File: config.mk
export PLATFORM = sky130hd
export DESIGN_NAME = nrht_dp
export DESIGN_NICKNAME = d
export VERILOG_FILES = /design/src/nrht_pkg.sv /design/src/nrht_ram.sv /design/src/nrht_dp.sv
export SDC_FILE = /design/constraint.sdc
export NUM_CORES = 2
export LEC_CHECK = 0
export BUFFER_PORTS_ARGS = -buffer_cell sky130_fd_sc_hd__buf_2
export CAP_MARGIN = 20
export CORE_UTILIZATION = 35
export CTS_CLUSTER_SIZE = 12
export DETAILED_ROUTE_END_ITERATION = 8
export PLACE_DENSITY = 0.48
export SYNTH_ARGS = -nofsm -noshare
export SYNTH_HDL_FRONTEND = slang
export SYNTH_HIERARCHICAL = 1
export SYNTH_SLANG_ARGS = --single-unit
File: constraint.sdc
create_clock -name clk -period 5.2 [get_ports clk]
set_input_delay 0.52 -clock clk [delete_from_list [all_inputs] [get_ports clk]]
set_output_delay 0.52 -clock clk [all_outputs]
set_load 0.02 [all_outputs]
File: src/nrht_pkg.sv
// ----------------------------------------------------------------------------
// nrht_pkg
// Shared constants, types and codes for the nearest rectangle hit test.
// ----------------------------------------------------------------------------
package nrht_pkg;

	// table geometry
	localparam int MAX_KEYS   = 64;
	localparam int COORD_BITS = 11;

	// field widths fixed by the interface
	localparam int LEN_BITS       = 10;
	localparam int KEY_INDEX_BITS = 6;
	localparam int COUNT_BITS     = 7;
	localparam int REACH_BITS     = 10;
	localparam int CFG_DATA_BITS  = 10;
	localparam int CFG_INDEX_BITS = 1;

	// derived widths
	localparam int IDX_BITS = (MAX_KEYS > 1) ? $clog2(MAX_KEYS) : 1;
	localparam int CNT_BITS = IDX_BITS + 1;
	localparam int EXT_BITS = ((COORD_BITS > LEN_BITS) ? COORD_BITS : LEN_BITS) + 2;
	localparam int GAP_BITS = EXT_BITS - 1;
	localparam int SQ_BITS  = 2 * GAP_BITS;
	localparam int SUM_BITS = SQ_BITS + 1;

	// request codes
	localparam logic REQ_WRITE = 1'b0;
	localparam logic REQ_QUERY = 1'b1;

	typedef enum logic [CFG_INDEX_BITS-1:0] {
		CFG_KEY_COUNT = 1'b0,
		CFG_REACH     = 1'b1
	} cfg_reg_t;

	typedef struct packed {
		logic signed [COORD_BITS-1:0] lft;
		logic signed [COORD_BITS-1:0] top;
		logic [LEN_BITS-1:0]          wid;
		logic [LEN_BITS-1:0]          hgt;
	} rect_t;

	localparam int RECT_BITS = $bits(rect_t);

	typedef enum logic [1:0] {
		ST_IDLE,
		ST_SCAN,
		ST_DRAIN,
		ST_FINISH
	} state_t;

	typedef struct packed {
		logic wr_entry;
		logic start_query;
		logic issue;
		logic load_out;
	} ctrl_cmd_t;

	typedef struct packed {
		logic scan_done;
		logic pipe_busy;
	} dp_stat_t;

endpackage

File: src/nrht_ram.sv
// ----------------------------------------------------------------------------
// nrht_ram
// Generic single-write, single-read RAM with a registered read port.
// ----------------------------------------------------------------------------
module nrht_ram #(
	parameter int WIDTH = 8,
	parameter int DEPTH = 16
) (
	input  logic                                   clk,
	input  logic                                   we,
	input  logic [((DEPTH > 1) ? $clog2(DEPTH) : 1)-1:0] waddr,
	input  logic [WIDTH-1:0]                       wdata,
	input  logic                                   re,
	input  logic [((DEPTH > 1) ? $clog2(DEPTH) : 1)-1:0] raddr,
	output logic [WIDTH-1:0]                       rdata
);

	logic [WIDTH-1:0] mem_q [DEPTH];

	always_ff @(posedge clk) begin
		if (we) begin
			mem_q[waddr] <= wdata;
		end
		if (re) begin
			rdata <= mem_q[raddr];
		end
	end

endmodule

File: src/nrht_dp.sv
// ----------------------------------------------------------------------------
// nrht_dp
// Datapath: configuration registers, rectangle memory, address counter and
// a three-stage gap / square / compare pipeline with the running best.
// ----------------------------------------------------------------------------
module nrht_dp
	import nrht_pkg::*;
(
	input  logic                         clk,
	input  logic                         arst_n,
	input  logic                         cfg_we,
	input  logic [CFG_INDEX_BITS-1:0]    cfg_index,
	input  logic [CFG_DATA_BITS-1:0]     cfg_data,
	input  logic [KEY_INDEX_BITS-1:0]    key_index,
	input  logic signed [COORD_BITS-1:0] key_left,
	input  logic signed [COORD_BITS-1:0] key_top,
	input  logic [LEN_BITS-1:0]          key_width,
	input  logic [LEN_BITS-1:0]          key_height,
	input  logic signed [COORD_BITS-1:0] point_x,
	input  logic signed [COORD_BITS-1:0] point_y,
	input  ctrl_cmd_t                    cmd,
	output dp_stat_t                     stat,
	output logic                         hit,
	output logic [KEY_INDEX_BITS-1:0]    hit_index
);

	logic [COUNT_BITS-1:0] key_count_q;
	logic [REACH_BITS-1:0] reach_q;

	// configuration
	always_ff @(posedge clk or negedge arst_n) begin
		if (!arst_n) begin
			key_count_q <= '0;
			reach_q     <= '0;
		end else if (cfg_we) begin
			case (cfg_reg_t'(cfg_index))
				CFG_KEY_COUNT: key_count_q <= cfg_data[COUNT_BITS-1:0];
				CFG_REACH:     reach_q     <= cfg_data[REACH_BITS-1:0];
				default: begin
				end
			endcase
		end
	end

	// rectangle memory
	logic                wr_ok;
	rect_t               wr_rect;
	logic [RECT_BITS-1:0] rd_data;
	rect_t               rd_rect;
	logic [CNT_BITS-1:0] cnt_q;
	logic [CNT_BITS-1:0] n_q;

	assign wr_ok = cmd.wr_entry && (32'(key_index) < MAX_KEYS);

	always_comb begin
		wr_rect.lft = key_left;
		wr_rect.top = key_top;
		wr_rect.wid = key_width;
		wr_rect.hgt = key_height;
	end

	nrht_ram #(
		.WIDTH (RECT_BITS),
		.DEPTH (MAX_KEYS)
	) u_ram (
		.clk   (clk),
		.we    (wr_ok),
		.waddr (IDX_BITS'(key_index)),
		.wdata (wr_rect),
		.re    (cmd.issue),
		.raddr (cnt_q[IDX_BITS-1:0]),
		.rdata (rd_data)
	);

	assign rd_rect = rect_t'(rd_data);

	// query set-up and scan counter
	logic signed [COORD_BITS-1:0] px_q, py_q;
	logic [2*REACH_BITS-1:0]      reach_sq;
	logic [SUM_BITS-1:0]          best_d_q;
	logic                         found_q;
	logic [IDX_BITS-1:0]          best_idx_q;

	assign reach_sq = reach_q * reach_q;

	always_ff @(posedge clk or negedge arst_n) begin
		if (!arst_n) begin
			cnt_q <= '0;
			n_q   <= '0;
		end else if (cmd.start_query) begin
			cnt_q <= '0;
			n_q   <= (32'(key_count_q) > MAX_KEYS) ? CNT_BITS'(MAX_KEYS)
				: CNT_BITS'(key_count_q);
		end else if (cmd.issue) begin
			cnt_q <= cnt_q + CNT_BITS'(1);
		end
	end

	always_ff @(posedge clk) begin
		if (cmd.start_query) begin
			px_q <= point_x;
			py_q <= point_y;
		end
	end

	assign stat.scan_done = (cnt_q == n_q);

	// pipeline valids
	logic v_s0, v_s1, v_s2;
	logic [IDX_BITS-1:0] idx_s0, idx_s1, idx_s2;

	always_ff @(posedge clk or negedge arst_n) begin
		if (!arst_n) begin
			v_s0 <= 1'b0;
			v_s1 <= 1'b0;
			v_s2 <= 1'b0;
		end else begin
			v_s0 <= cmd.issue;
			v_s1 <= v_s0;
			v_s2 <= v_s1;
		end
	end

	assign stat.pipe_busy = v_s0 || v_s1 || v_s2;

	// stage 1: per-axis gap to the rectangle
	logic signed [EXT_BITS-1:0] pxe, pye, lo_x, lo_y, hi_x, hi_y;
	logic [GAP_BITS-1:0]        gx, gy;
	logic [GAP_BITS-1:0]        gx_s1, gy_s1;

	always_comb begin
		pxe  = EXT_BITS'(px_q);
		pye  = EXT_BITS'(py_q);
		lo_x = EXT_BITS'(rd_rect.lft);
		lo_y = EXT_BITS'(rd_rect.top);
		// last column / row is one before edge plus length
		hi_x = lo_x + $signed(EXT_BITS'(rd_rect.wid)) - EXT_BITS'(1);
		hi_y = lo_y + $signed(EXT_BITS'(rd_rect.hgt)) - EXT_BITS'(1);
		if (pxe < lo_x) begin
			gx = GAP_BITS'(lo_x - pxe);
		end else if (pxe > hi_x) begin
			gx = GAP_BITS'(pxe - hi_x);
		end else begin
			gx = '0;
		end
		if (pye < lo_y) begin
			gy = GAP_BITS'(lo_y - pye);
		end else if (pye > hi_y) begin
			gy = GAP_BITS'(pye - hi_y);
		end else begin
			gy = '0;
		end
	end

	// stage 2: squares
	logic [SQ_BITS-1:0] sqx_s2, sqy_s2;

	always_ff @(posedge clk) begin
		idx_s0 <= cnt_q[IDX_BITS-1:0];
		idx_s1 <= idx_s0;
		idx_s2 <= idx_s1;
		gx_s1  <= gx;
		gy_s1  <= gy;
		sqx_s2 <= gx_s1 * gx_s1;
		sqy_s2 <= gy_s1 * gy_s1;
	end

	// stage 3: sum and keep the first strictly smaller distance
	logic [SUM_BITS-1:0] sum_d;

	assign sum_d = SUM_BITS'(sqx_s2) + SUM_BITS'(sqy_s2);

	always_ff @(posedge clk or negedge arst_n) begin
		if (!arst_n) begin
			found_q <= 1'b0;
		end else if (cmd.start_query) begin
			found_q <= 1'b0;
		end else if (v_s2 && (sum_d < best_d_q)) begin
			found_q <= 1'b1;
		end
	end

	always_ff @(posedge clk) begin
		if (cmd.start_query) begin
			best_d_q   <= SUM_BITS'(reach_sq) + SUM_BITS'(1);
			best_idx_q <= '0;
		end else if (v_s2 && (sum_d < best_d_q)) begin
			best_d_q   <= sum_d;
			best_idx_q <= idx_s2;
		end
	end

	// output register
	always_ff @(posedge clk) begin
		if (cmd.load_out) begin
			hit       <= found_q;
			hit_index <= KEY_INDEX_BITS'(best_idx_q);
		end
	end

endmodule

# Word level (Yosys, flattened, before mapping)
# Memories as Yosys holds them, arrays and structs flattened. A register that Yosys moved wholly into a read port is not among the register bits.
# Index checks and enable logic that the tools add are counted.
# op_classes
n_eq_ne	1
addsub	11
magnitude_cmp	6
mux	13
n_reduce_logical	7
mul	3
bitwise_logic	1
# op_table
operator	count
2-to-1 mux 25 bit	2
multiplier 12 x 12 -> 24 bit	2
2-to-1 mux 12 bit	4
greater-than comparator 11 x 13 -> 1 bit	2
subtractor 12 x 2 -> 13 bit, second input constant	2
adder 24 x 24 -> 25 bit	1
less-than comparator 25 bit	1
adder 11 x 11 -> 12 bit	2
subtractor 11 x 11 -> 12 bit	2
subtractor 11 x 12 -> 12 bit	2
less-than comparator 11 bit	2
adder 20 x 1 -> 21 bit, second input constant	1
2-to-1 mux 7 bit	3
multiplier 10 x 10 -> 20 bit	1
adder 7 x 1 -> 7 bit, second input constant	1
== test 7 bit	1
greater-than comparator 7 bit, second input constant	1
2-to-1 mux 1 bit	4
AND reduction 2 bit	2
nonzero test 2 bit	2
logical OR 1 bit	2
logical AND 1 bit	1
NOT 1 bit	1
# totals
input_bits	88
ff_bits	185
mem_bits_rw	2688
out_inout_bits	9
word_cells	64
memories	1
# memory_table
name	words	word_bits	read_ports	rd_clocked_by_memory_dff	write_ports	line	source
u_ram.mem_q	64	42	1	1	1	nrht_ram.sv:18	logic [WIDTH-1:0] mem_q [DEPTH];

# Logic depth before layout (Yosys ltp)
# depth
word_depth	5
depth_mapped	22
depth_no_buf	21

# Hierarchy
# Netlist, hierarchy kept.
# modules_own_cells
module	seq_area_each_um2	area_each_um2	cells_per_inst	n_inst
nrht_ram	81978.6	103768.3	4352	1
nrht_dp	4379.2	21416.8	2340	1

# Worst setup path after synthesis
# OpenSTA, ideal clock, no wires.
# synth_path
path_type	reg2reg
from	reg gx_s1[0]
to	reg sqx_s2[22]
synth_period_minus_slack_ns	5.482
n_path_buf	1
required_time_ns	5.076
arrival_time_ns	5.358
setup_time_ns	0.124
path_slack_ns	-0.282
stages_incl_launch_ff	20
cell_sequence	dfxtp_1 > clkbuf_1 > and2_1 > fa_1 > inv_1 > fa_1 > inv_1 > fa_1 > fa_1 > inv_1 > fa_1 > inv_1 > ha_1 > a21o_1 > or3_1 > o221a_2 > a21oi_1 > a31oi_1 > mux2i_1 > a2111o_1
# synth_via
elab_chain_len	1
# synth_lines
element	line	source
start, declared	nrht_dp.sv:129	logic [GAP_BITS-1:0] gx_s1, gy_s1;
start signal, assigned	nrht_dp.sv:162	gx_s1 <= gx;
multiplier 12 x 12 -> 24 bit	nrht_dp.sv:164	sqx_s2 <= gx_s1 * gx_s1;
end signal, assigned	nrht_dp.sv:164	
end, declared	nrht_dp.sv:156	logic [SQ_BITS-1:0] sqx_s2, sqy_s2;
# Every way passes these cells.
# A chain may end at the register's enable or synchronous reset.

# Worst setup path after layout
# layout_path
from	reg reach_q[2]
to	reg best_d_q[18] (data pin)
# layout_via
elab_chain_len	3
# layout_lines
element	line	source
start, declared	nrht_dp.sv:28	logic [REACH_BITS-1:0] reach_q;
start signal, assigned	nrht_dp.sv:38	CFG_REACH: reach_q <= cfg_data[REACH_BITS-1:0];
multiplier 10 x 10 -> 20 bit	nrht_dp.sv:84	assign reach_sq = reach_q * reach_q;
adder 20 x 1 -> 21 bit	nrht_dp.sv:185	best_d_q <= SUM_BITS'(reach_sq) + SUM_BITS'(1);
2-to-1 mux 25 bit	nrht_dp.sv:184	if (cmd.start_query) begin
end signal, assigned	nrht_dp.sv:185	
end signal, assigned	nrht_dp.sv:188	best_d_q <= sum_d;
end, declared	nrht_dp.sv:80	logic [SUM_BITS-1:0] best_d_q;
# Every way passes these cells.

==> metrics.log <==
INFO  metric status = finished with violations
INFO  metric violations = design-rule violations
INFO  metric layout.cell_area.non_filler = 0.146 mm²
INFO  metric nNetsFinal = 7,848
INFO  metric clock-root-buffer = sky130_fd_sc_hd__clkbuf_16
INFO  metric worstHoldPathCells = 1
INFO  metric synth-main-ff-cell = sky130_fd_sc_hd__edfxtp_1
INFO  metric synth_enable_flop_cells = 2,784
INFO  metric route.met3.wl = 18,700 µm
INFO  metric crit_path_start_kind = register
INFO  metric most_common_cell_after_layout_fill_and_taps_aside = sky130_fd_sc_hd__edfxtp_1
INFO  metric highest_layer = met5
INFO  metric holdPathEnd = u_ram/mem_q[26][40]
INFO  metric worst-r2r-cell-count = 16
INFO  metric initialDrtViolationCount = 5,836
INFO  metric number_of_standard_cell_rows_in_the_floorplan = 219
INFO  metric die_y = 600 µm
INFO  metric post_synth_num_cell_types = 85
INFO  metric synth_async_sr_flop_share = 0.0120
INFO  metric clock_tree.htree_level_count = 5
INFO  metric yosysWarnings = 6
INFO  metric gpl.final_weighted_congestion = 0.804
INFO  metric design_power_total = 0.0901 W
INFO  metric tightestPinTransition = 1.12 ns
INFO  metric peakVddDrop = 1.81 mV
INFO  metric cp_class = register to register
INFO  metric max_cap_violations = 0
INFO  metric clk_path_buf_depth = 4
INFO  metric antenna_found_initial = 33
INFO  metric post-route-drc-count = 32
INFO  metric max_freq = 0.196 GHz
INFO  metric grt_first_pass_wirelength = 501,000 µm
INFO  metric r2r_setup_slack = 0.1 ns
INFO  metric timing.hold.worst.class = input pin to register
INFO  metric vias = 64,900
INFO  metric layout_common_cells = sky130_fd_sc_hd__edfxtp_1 (2,784), sky130_fd_sc_hd__mux4_2 (685), sky130_fd_sc_hd__inv_1 (504)
INFO  metric core_area = 0.356 mm²
INFO  metric crit_arrival = 5.74 ns
INFO  metric drt-total-wl = 351,000 µm
INFO  metric tritoncts.num_buffers = 326
INFO  metric grt_pass1_vias = 68,000
INFO  metric synth-xor-area-share = 0.00965
INFO  metric finalHoldViolations = 0
INFO  metric critPathSlowestCell = sky130_fd_sc_hd__fa_1
INFO  metric critPathTopFamily = adder cells
INFO  metric fraction_of_layout_cells_with_a_size_suffix_above_1 = 0.250
INFO  metric wl_met2 = 173,000 µm
INFO  metric route.detailed.vias_per_inst = 5.30
INFO  metric timing.final.crit_period = 5.10 ns
INFO  metric slew_headroom = 0.252
INFO  metric grt_max_degree = 84
INFO  metric yosys.area_share.simple = 0.0290
INFO  metric synth_seq_cells = 2,913
INFO  metric cts.clk_slew.worst_paths = 0.06 ns
INFO  metric critical_path.reg2reg.endpoint = best_d_q[18]
INFO  metric synth_fp_nets = 7,298
INFO  metric finalHoldWorstSlack = 0.0211 ns
INFO  metric timing_max_transition_violations_final = 0
INFO  metric timing.critical_path.cells = and2_4, fa_1, fa_1, ha_4, fa_1, inv_1, fa_1, inv_2, ha_4, o21ai_2, o21bai_2, o311a_4, or4_4, a311oi_2, xnor2_1, mux2_4
INFO  metric combinational_family_with_the_most_area_after_synthesis = multiplexers
INFO  metric layout_worst_path_cycle_share = 0.982
INFO  metric synth_compound_area_frac = 0.0366
INFO  metric worst_r2r_startpoint = reach_q[2]
INFO  metric floorplan.initialDensity = 0.352
INFO  metric synth_area_per_cell = 18.7 µm²
INFO  metric critical_path.n_buffers_inverters = 2
INFO  metric hold_startpoint = key_left[9]
INFO  metric route.layer.met1.wl = 152,000 µm
INFO  metric rsz0062_at_grt = yes
INFO  metric path_common_cell = sky130_fd_sc_hd__fa_1
INFO  metric post_synth_fa_ha_maj_area_fraction = 0.0647
INFO  metric p_leak = 49.0 nW
INFO  metric finalSetupViolCount = 0
INFO  metric clkSinkCount = 2,913
INFO  metric synthCells = 6,692
INFO  metric critical_path_cell_count = 16
INFO  metric critical_path_required = 5.84 ns
INFO  metric synth_mux_area_frac = 0.143
INFO  metric wl_per_cell = 28.6 µm
INFO  metric gr-usage-all-layers = 0.194
INFO  metric critPathCaptureType = register
INFO  metric netlist_area = 0.125 mm²
INFO  metric hpwl_detailed = 210,000 µm
INFO  metric leftover_overflow_at_the_end_of_global_routing = 0
INFO  metric clkLatencyLatePin = 0.93 ns
INFO  metric synthToLayoutAreaGrowth = 16.4%
INFO  metric slowest_delay = 0.51 ns
INFO  metric cts_tree = yes
INFO  metric placedInstanceArea = 0.134 mm²
INFO  metric io_pins = 97
INFO  metric floorplan_die_width = 600 µm
INFO  metric dieArea = 0.360 mm²
INFO  metric io_buffers = 96
INFO  metric seq_area_frac_synth = 0.690
INFO  metric antenna_left = 0
INFO  metric clock-skew-final = 0.0504 ns
INFO  metric drt-pass1-iter-count = 8
INFO  metric max_fanout_on_critical_path = 6
INFO  metric p_per_area = 618 mW/mm²
==> cells in the mapped netlist (39+ instances only) <==
library cell                  n  share of area
sky130_fd_sc_hd__a21oi_1    126         0.0050
sky130_fd_sc_hd__xnor2_1     85         0.0059
sky130_fd_sc_hd__ha_1       303          0.030
sky130_fd_sc_hd__fa_1       215          0.034
sky130_fd_sc_hd__nor2_1     206         0.0062
sky130_fd_sc_hd__nor2b_1     45         0.0022
sky130_fd_sc_hd__dfxtp_1     94          0.015
sky130_fd_sc_hd__and2_1     122         0.0061
sky130_fd_sc_hd__o21ai_0     76         0.0030
sky130_fd_sc_hd__mux4_2     685           0.12
sky130_fd_sc_hd__mux2_2      74         0.0067
sky130_fd_sc_hd__nand2_1    176         0.0053
sky130_fd_sc_hd__edfxtp_1  2784           0.67
sky130_fd_sc_hd__mux2i_1    164          0.013
sky130_fd_sc_hd__a21o_1      39         0.0023
sky130_fd_sc_hd__inv_1      515          0.015
sky130_fd_sc_hd__clkbuf_1   150         0.0045
sky130_fd_sc_hd__buf_4       48         0.0029
sky130_fd_sc_hd__xor2_1      53         0.0037
sky130_fd_sc_hd__a22oi_1     84         0.0050
sky130_fd_sc_hd__buf_2       64         0.0026
==> kinds of logic after synthesis <==
| kind of cell | after synthesis |
|---|---|
| XOR/XNOR | 138 |
| AO/OA/AOI/OAI | 651 |
| adder cells (fa/ha/maj) | 518 |
| AND/OR/NAND/NOR | 736 |
| multiplexers | 923 |
| flip-flops | 2913 |
| buffers and inverters | 813 |
==> how the worst max path moves through the flow <==
stage,from,endpoint,slack (ns)
2_1_floorplan,gx_s1[0],sqx_s2[22],0.008
3_3_place_gp,gx_s1[6],sqx_s2[22],-0.13
3_5_place_dp,gx_s1[6],sqx_s2[22],-0.15
4_1_cts,gx_s1[4],sqx_s2[22],-0.01
5_1_grt,reach_q[2],best_d_q[18],-0.07
6_report,reach_q[2],best_d_q[18],0.1
==> power breakdown <==
group          total [W]  switching [W]  internal [W]
Sequential        0.0274       0.000398        0.0270
Combinational     0.0404         0.0217        0.0187
Clock             0.0224        0.00939        0.0130
==> routing by layer <==
metal / GRT usage / vias to the layer above
met5: 0 / -
met1: 0.269 / 35200
li1: - / 27600
met2: 0.329 / 1705
met3: 0.0258 / 433
met4: 0.0402 / 6
==> worst reg2reg max path, delay by kind of cell (launching register included) <==
| kind | cells | cell delay [ns] |
|---|---|---|
| XOR/XNOR | 1 | 0.11 |
| AND/OR/NAND/NOR | 2 | 0.70 |
| multiplexers | 1 | 0.26 |
| AO/OA/AOI/OAI | 4 | 0.82 |
| adder cells (fa/ha/maj) | 6 | 2.39 |
| buffers and inverters | 2 | 0.10 |
| flip-flops | 1 | 0.46 |
==> state kept, by name (all words and copies together), names as in the netlist, 7 cells and up <==
name	flops
u_ram/mem_q	2688
u_ram/rdata	42
best_d_q	25
sqx_s2	23
sqy_s2	23
gx_s1	12
gy_s1	12
px_q	11
py_q	11
reach_q	10
cnt_q	7
key_count_q	7
n_q	7
==> area by class of cell <==
class	instances	area (µm²)
diodes	9	22.5
clock buffers	416	8720
fillers	31700	210000
well taps	4751	5940
inverters	516	1940
clock inverters	164	1490
repair buffers	519	4880
multi-input cells	2966	36300
flip-flops and latches	2913	86400
==> metrics by stage <==
stage,util,setup TNS (ns),setup WS [ns],instances
detailed placement,0.377,-0.268,-0.148,11600
global route,0.409,-0.132,-0.0726,12200
global placement,0.377,-0.218,-0.132,11600
floorplan,-,0,0.00756,6692
CTS,0.406,-0.0113,-0.0113,12200
finish,0.409,0,0.0960,12300
==> repair_timing <==
item,in CTS,in global routing
hold endpoints to repair,81,161
buffers inserted,0,10
endpoints found under the setup margin,7,23
gates cloned,0,0
hold buffers,34,13
pin swaps,5,52
resized for setup,15,104
No activity file was read; power rests on OpenSTA's default activity.
